## config.mk

```make
export PLATFORM = sky130hd
export DESIGN_NAME = apsp_seq
export DESIGN_NICKNAME = d
export VERILOG_FILES = /design/src/rtl/apsp_pkg.sv /design/src/rtl/apsp_seq.sv
export SDC_FILE = /design/constraint.sdc
export NUM_CORES = 1
export LEC_CHECK = 0
export ABC_AREA = 1
export BUFFER_PORTS_ARGS = -buffer_cell sky130_fd_sc_hd__buf_2
export CAP_MARGIN = 30
export CORE_MARGIN = 4
export CORE_UTILIZATION = 45
export CTS_CLUSTER_SIZE = 8
export DETAILED_ROUTE_END_ITERATION = 10
export GPL_TIMING_DRIVEN = 0
export MAX_ROUTING_LAYER = met4
export PLACE_DENSITY_LB_ADDON = 0.12
export REMOVE_ABC_BUFFERS = 1
export SYNTH_ARGS = -nofsm -noshare
export SYNTH_HDL_FRONTEND = slang
export SYNTH_SLANG_ARGS = --single-unit
```

## constraint.sdc

```tcl
create_clock -name clk -period 3.8 [get_ports clk]
set_clock_uncertainty 0.1 [all_clocks]
set_input_delay 0.38 -clock clk [delete_from_list [all_inputs] [get_ports clk]]
set_output_delay 0.38 -clock clk [all_outputs]
set_load 0.005 [all_outputs]
```

## src/rtl/apsp_pkg.sv

```systemverilog
// shared types, constants and microprogram for the all-pairs shortest path block
// no dependencies; used by the interfaces, the sequencer and the top level
package apsp_pkg;

	localparam int MAX_VERTICES_DEF = 16;
	localparam int DIST_BITS_DEF = 32;

	localparam int VCOUNT_W = 5;
	localparam int MODE_W = 2;
	localparam int VERTEX_W = 4;
	localparam int WEIGHT_W = 16;
	localparam int DISTANCE_W = 32;
	localparam int STEP_W = 5;

	localparam logic [VCOUNT_W-1:0] VERTEX_COUNT_RST = 5'd16;

	typedef enum logic [MODE_W-1:0] {
		MODE_CLEAR = 2'd0,
		MODE_WRITE = 2'd1,
		MODE_CLOSE = 2'd2,
		MODE_READ = 2'd3
	} mode_t;

	typedef struct packed {
		mode_t mode;
		logic [VERTEX_W-1:0] from_vertex;
		logic [VERTEX_W-1:0] to_vertex;
		logic signed [WEIGHT_W-1:0] edge_weight;
	} in_item_t;

	typedef struct packed {
		logic signed [DISTANCE_W-1:0] distance;
		logic unreachable;
		logic status;
	} out_item_t;

	// microprogram addresses; dispatch jumps land on S_JMP_CLR + mode
	typedef enum logic [STEP_W-1:0] {
		S_CLR = 5'd0,
		S_CLR_END = 5'd1,
		S_EMIT = 5'd2,
		S_IDLE = 5'd3,
		S_JMP_CLR = 5'd4,
		S_JMP_WR = 5'd5,
		S_JMP_CL = 5'd6,
		S_JMP_RD = 5'd7,
		S_WR_CHK = 5'd8,
		S_WR_EDGE = 5'd9,
		S_RD_CHK = 5'd10,
		S_RD_ISSUE = 5'd11,
		S_RD_TAKE = 5'd12,
		S_CL_START = 5'd13,
		S_RLX_A = 5'd14,
		S_RLX_B = 5'd15,
		S_RLX_C = 5'd16,
		S_CL_END = 5'd17
	} step_t;

	typedef enum logic [2:0] {
		M_NONE,
		M_CLEAR,
		M_EDGE,
		M_RD_ENTRY,
		M_RD_IKKJ,
		M_RD_IJ,
		M_RELAX
	} mem_op_t;

	typedef enum logic [1:0] {
		K_NONE,
		K_SWEEP_INC,
		K_KIJ_CLR,
		K_KIJ_STEP
	} cnt_op_t;

	typedef enum logic [1:0] {
		R_NONE,
		R_BAD,
		R_ENTRY
	} res_op_t;

	typedef enum logic [3:0] {
		C_NEVER,
		C_ALWAYS,
		C_SWEEP_MORE,
		C_NO_PEND,
		C_OUT_BUSY,
		C_DISPATCH,
		C_BAD,
		C_NZERO,
		C_KIJ_MORE
	} cond_t;

	typedef struct packed {
		logic ready;
		logic emit;
		mem_op_t mem_op;
		cnt_op_t cnt_op;
		res_op_t res_op;
		cond_t cond;
		step_t target;
	} ctrl_word_t;

	typedef struct packed {
		logic accepted;
		mode_t mode;
		logic sweep_more;
		logic pend;
		logic out_busy;
		logic bad;
		logic n_zero;
		logic kij_more;
	} seq_flags_t;

	// control store: taken branch goes to target, otherwise to the next step; dispatch goes to target plus mode, or holds
	function automatic ctrl_word_t ucode(step_t s);
		ctrl_word_t w;
		w = '{ready: 1'b0, emit: 1'b0, mem_op: M_NONE, cnt_op: K_NONE,
			res_op: R_NONE, cond: C_NEVER, target: S_IDLE};
		case (s)
			S_CLR: begin
				w.mem_op = M_CLEAR;
				w.cnt_op = K_SWEEP_INC;
				w.cond = C_SWEEP_MORE;
				w.target = S_CLR;
			end
			S_CLR_END: begin
				w.cond = C_NO_PEND;
				w.target = S_IDLE;
			end
			S_EMIT: begin
				w.emit = 1'b1;
				w.cond = C_OUT_BUSY;
				w.target = S_EMIT;
			end
			S_IDLE: begin
				w.ready = 1'b1;
				w.cond = C_DISPATCH;
				w.target = S_JMP_CLR;
			end
			S_JMP_CLR: begin
				w.cond = C_ALWAYS;
				w.target = S_CLR;
			end
			S_JMP_WR: begin
				w.cond = C_ALWAYS;
				w.target = S_WR_CHK;
			end
			S_JMP_CL: begin
				w.cond = C_ALWAYS;
				w.target = S_CL_START;
			end
			S_JMP_RD: begin
				w.cond = C_ALWAYS;
				w.target = S_RD_CHK;
			end
			S_WR_CHK: begin
				w.res_op = R_BAD;
				w.cond = C_BAD;
				w.target = S_EMIT;
			end
			S_WR_EDGE: begin
				w.mem_op = M_EDGE;
				w.cond = C_ALWAYS;
				w.target = S_EMIT;
			end
			S_RD_CHK: begin
				w.res_op = R_BAD;
				w.cond = C_BAD;
				w.target = S_EMIT;
			end
			S_RD_ISSUE: begin
				w.mem_op = M_RD_ENTRY;
			end
			S_RD_TAKE: begin
				w.res_op = R_ENTRY;
				w.cond = C_ALWAYS;
				w.target = S_EMIT;
			end
			S_CL_START: begin
				w.cnt_op = K_KIJ_CLR;
				w.cond = C_NZERO;
				w.target = S_EMIT;
			end
			S_RLX_A: begin
				w.mem_op = M_RD_IKKJ;
			end
			S_RLX_B: begin
				w.mem_op = M_RD_IJ;
			end
			S_RLX_C: begin
				w.mem_op = M_RELAX;
				w.cnt_op = K_KIJ_STEP;
				w.cond = C_KIJ_MORE;
				w.target = S_RLX_A;
			end
			S_CL_END: begin
				w.cond = C_ALWAYS;
				w.target = S_EMIT;
			end
			default: begin
				w.cond = C_ALWAYS;
				w.target = S_IDLE;
			end
		endcase
		return w;
	endfunction

endpackage

```

## src/rtl/apsp_seq.sv

```systemverilog
// microcode sequencer: step counter, control store lookup, conditional jumps
// depends on apsp_pkg for the control word, flags and program
module apsp_seq (
	input logic clk,
	input logic arst_n,
	input apsp_pkg::seq_flags_t flags,
	output apsp_pkg::ctrl_word_t ctrl
);
	import apsp_pkg::*;

	step_t upc_q;
	step_t upc_d;
	step_t upc_inc;
	logic take;

	always_comb begin
		ctrl = ucode(upc_q);
	end

	always_comb begin
		upc_inc = step_t'(5'(upc_q) + 5'd1);
		case (ctrl.cond)
			C_NEVER: take = 1'b0;
			C_ALWAYS: take = 1'b1;
			C_SWEEP_MORE: take = flags.sweep_more;
			C_NO_PEND: take = !flags.pend;
			C_OUT_BUSY: take = flags.out_busy;
			C_BAD: take = flags.bad;
			C_NZERO: take = flags.n_zero;
			C_KIJ_MORE: take = flags.kij_more;
			default: take = 1'b0;
		endcase
		if (ctrl.cond == C_DISPATCH) begin
			// jump table indexed by the command mode
			upc_d = flags.accepted ?
				step_t'(5'(ctrl.target) + 5'(flags.mode)) : upc_q;
		end else begin
			upc_d = take ? ctrl.target : upc_inc;
		end
	end

	always_ff @(posedge clk or negedge arst_n) begin
		if (!arst_n) begin
			upc_q <= S_CLR;
		end else begin
			upc_q <= upc_d;
		end
	end
endmodule

```

==> flow_metrics.tcl <==
set metrics [dict create \
    synth_edf_count 0 \
    final_max_slew_viol_count 0 \
    yosysWarnings 0 \
    cts_tree "done" \
    critPathTopFamily "adder cells" \
    htreeDepth 1 \
    required_ns 3.83 \
    path_cells "ha_1 -> inv_1 -> nor2_1 -> ha_1 -> a21oi_1 -> nand2_1 -> nor2_1 -> nand3_1 -> nor2_2 -> inv_1 -> nand3_2 -> ha_1 -> fa_1 -> nor2_1 -> nor2_1 -> nand2_1 -> nand2_1" \
    async_reset_ff_share_pct 100 \
    drc 0 \
    grt_usage_pct 16.4 \
    reg.largest.list "upc_q (5)" \
    wl_per_cell_um 10.0 \
    hpwl_mm 1.91 \
    syn_inst 152 \
    ys_seq_area_share_pct 13.1 \
    synthFlopType "dfrtp_1" \
    ant_nets 0 \
    die_x_um 54 \
    coreArea_um2 1980 \
    io_pins 29 \
    cts-root-buf "clkbuf_4" \
    finalCritPeriodShare_pct 77.4 \
    hold_path_class "input pin to flip-flop" \
    max_freq_mhz 340 \
    top_register "upc_q" \
    synth.ff_latch_count 5 \
    clk_pin_slew_ns 0.04 \
    avgSynthCellArea_um2 6.26 \
    first_iter_violations 9 \
    crit_type "flip-flop to flip-flop" \
    clock_latency_ns 0.23 \
    final_area_um2 1150 \
    dpl_cell_area_um2 1110 \
    rsz0062_at_grt "no" \
    syn_area_um2 952 \
    final.setup.tns_ns 0 \
    cpMostUsedCell "nor2_1" \
    slowest_delay_ns 0.42 \
    num_vias 979 \
    die_y_um 54 \
    cp.arrival_ns 2.97 \
    dr.pass1.iters 4 \
    largest_reg_flops 5 \
    grt_max_degree 9 \
    areaGrowthSynthToFinish_pct 20.8 \
    cp-start-kind "flip-flop" \
    n_antenna_cell 0 \
    max-cap-violations 0 \
    setup_violations 0 \
    critPathSlowestCell "dfrtp_1" \
    outcome "finished, final reports clean" \
    via_per_inst 4.66 \
    routed_wl_mm 2.10 \
    period_minus_slack_ns 2.94 \
    cp-end-kind "flip-flop" \
    die-area_um2 2920 \
    start_util_pct 48.0 \
    overflow 0 \
    finalWeightedCongestion 0.851 \
    clockBufferDepth 2 \
    antenna_found_initial 0 \
    cts_buffers 3 \
    finalHoldViolCount 0 \
    nets 203 \
    post_cts_resized 0 \
    synth_cell_types 26 \
    grt_pass1_vias 869 \
    grt_pass1_wl_mm 3.45 \
    drive_above_1_share_pct 35.0 \
    cp.buffers_inverters 2 \
    portBuffers 27 \
    num_rows 16 \
    cp_max_fo 5 \
    clkSinkCount 5 \
]
-- stage by stage --
step	util (%)	worst slack, ns	std cells	hold WS, ns
after floorplan	-	1.13	151	-0.0156
after global placement	56.2	0.890	205	0.0938
after detailed placement	56.2	0.844	205	0.0959
after CTS	58.0	0.822	210	0.289
after global routing	58.0	0.590	210	0.301
final	58.0	0.860	210	0.294
-- logic make-up after synthesis --
group / share of synthesized area (%)
xor gates and xnor gates: 1.84
other: 0.394
and+or+nand+nor: 56.2
adders and majority gates: 11.3
AOI/OAI and AO/OA: 5.52
DFF: 13.1
buffers and inverters: 11.6
-- cells in the final DEF (no fill, tap or decap), drive strengths merged, types with 4 or more instances in the layout --
cell type   n
a21oi       5
buf        27
clkbuf      4
dfrtp       5
ha          7
inv        26
nand2      49
nand3      18
nand4       4
nor2       27
-- cells in the mapped netlist (3+ instances only) --
cell / n / area (um^2)
inv_1: 21 / 78.8
nand3_2: 5 / 50.1
nor2_2: 6 / 37.5
nand4_1: 4 / 25.0
nor2_4: 5 / 56.3
nor2_1: 16 / 60.1
nand2_2: 6 / 37.5
dfrtp_1: 5 / 125
nand3_1: 13 / 65.1
nand2_4: 4 / 45.0
nand2_1: 39 / 146
a21oi_1: 3 / 15.0
ha_1: 7 / 87.6
inv_2: 5 / 18.8
-- cell type report --
class	count	area (um^2)
fill	208	832
multi-input combinational	119	717
timing repair buffer	28	145
sequential	5	125
inverter	27	103
tap	27	33.8
clock buffer	4	26.3
-- routing by layer --
| layer | global-route usage (%) | vias to the layer above | share of wire, % |
|---|---|---|---|
| met5 | - | - | 0 |
| met1 | 20.1 | 427 | 46 |
| met2 | 28.0 | 18 | 50 |
| met4 | 3.73 | 0 | 0 |
| li1 | - | 534 | - |
| met3 | 2.49 | 0 | 4.6 |
-- worst reg2reg max path: cells and delay by family, from the launching register on --
family          cells  cell delay (ns)
buf+inv             2             0.17
compound gates      1             0.15
flops               1             0.42
fa+ha+maj           4             1.04
simple gates       10             0.95
-- worst paths after layout --
| path | depth (start not counted) | to | slack [ns] | start |
|---|---|---|---|---|
| worst max-delay path | 17 | upc_q[1] | 0.86 | upc_q[0] |
| worst min-delay path | 3 | upc_q[3] | 0.29 | flags[8] |
| worst max register to register | 17 | upc_q[1] | 0.86 | upc_q[0] |
| worst min register to register | 2 | upc_q[0] | 0.47 | upc_q[0] |
| max in group asynchronous | 2 | upc_q[0] | 3.09 | arst_n |
| min in group asynchronous | 2 | upc_q[2] | 0.38 | arst_n |
-- repair_timing --
item / CTS / global route
setup buffers: 0 / 0
hold endpoints to repair: 5 / 0
endpoints found under the setup margin: 0 / 0
hold buffers: 1 / 0
Power is left out: the tool's default activity adds up to more than one toggle a clock period on the data nets, which glitch-free logic cannot reach.
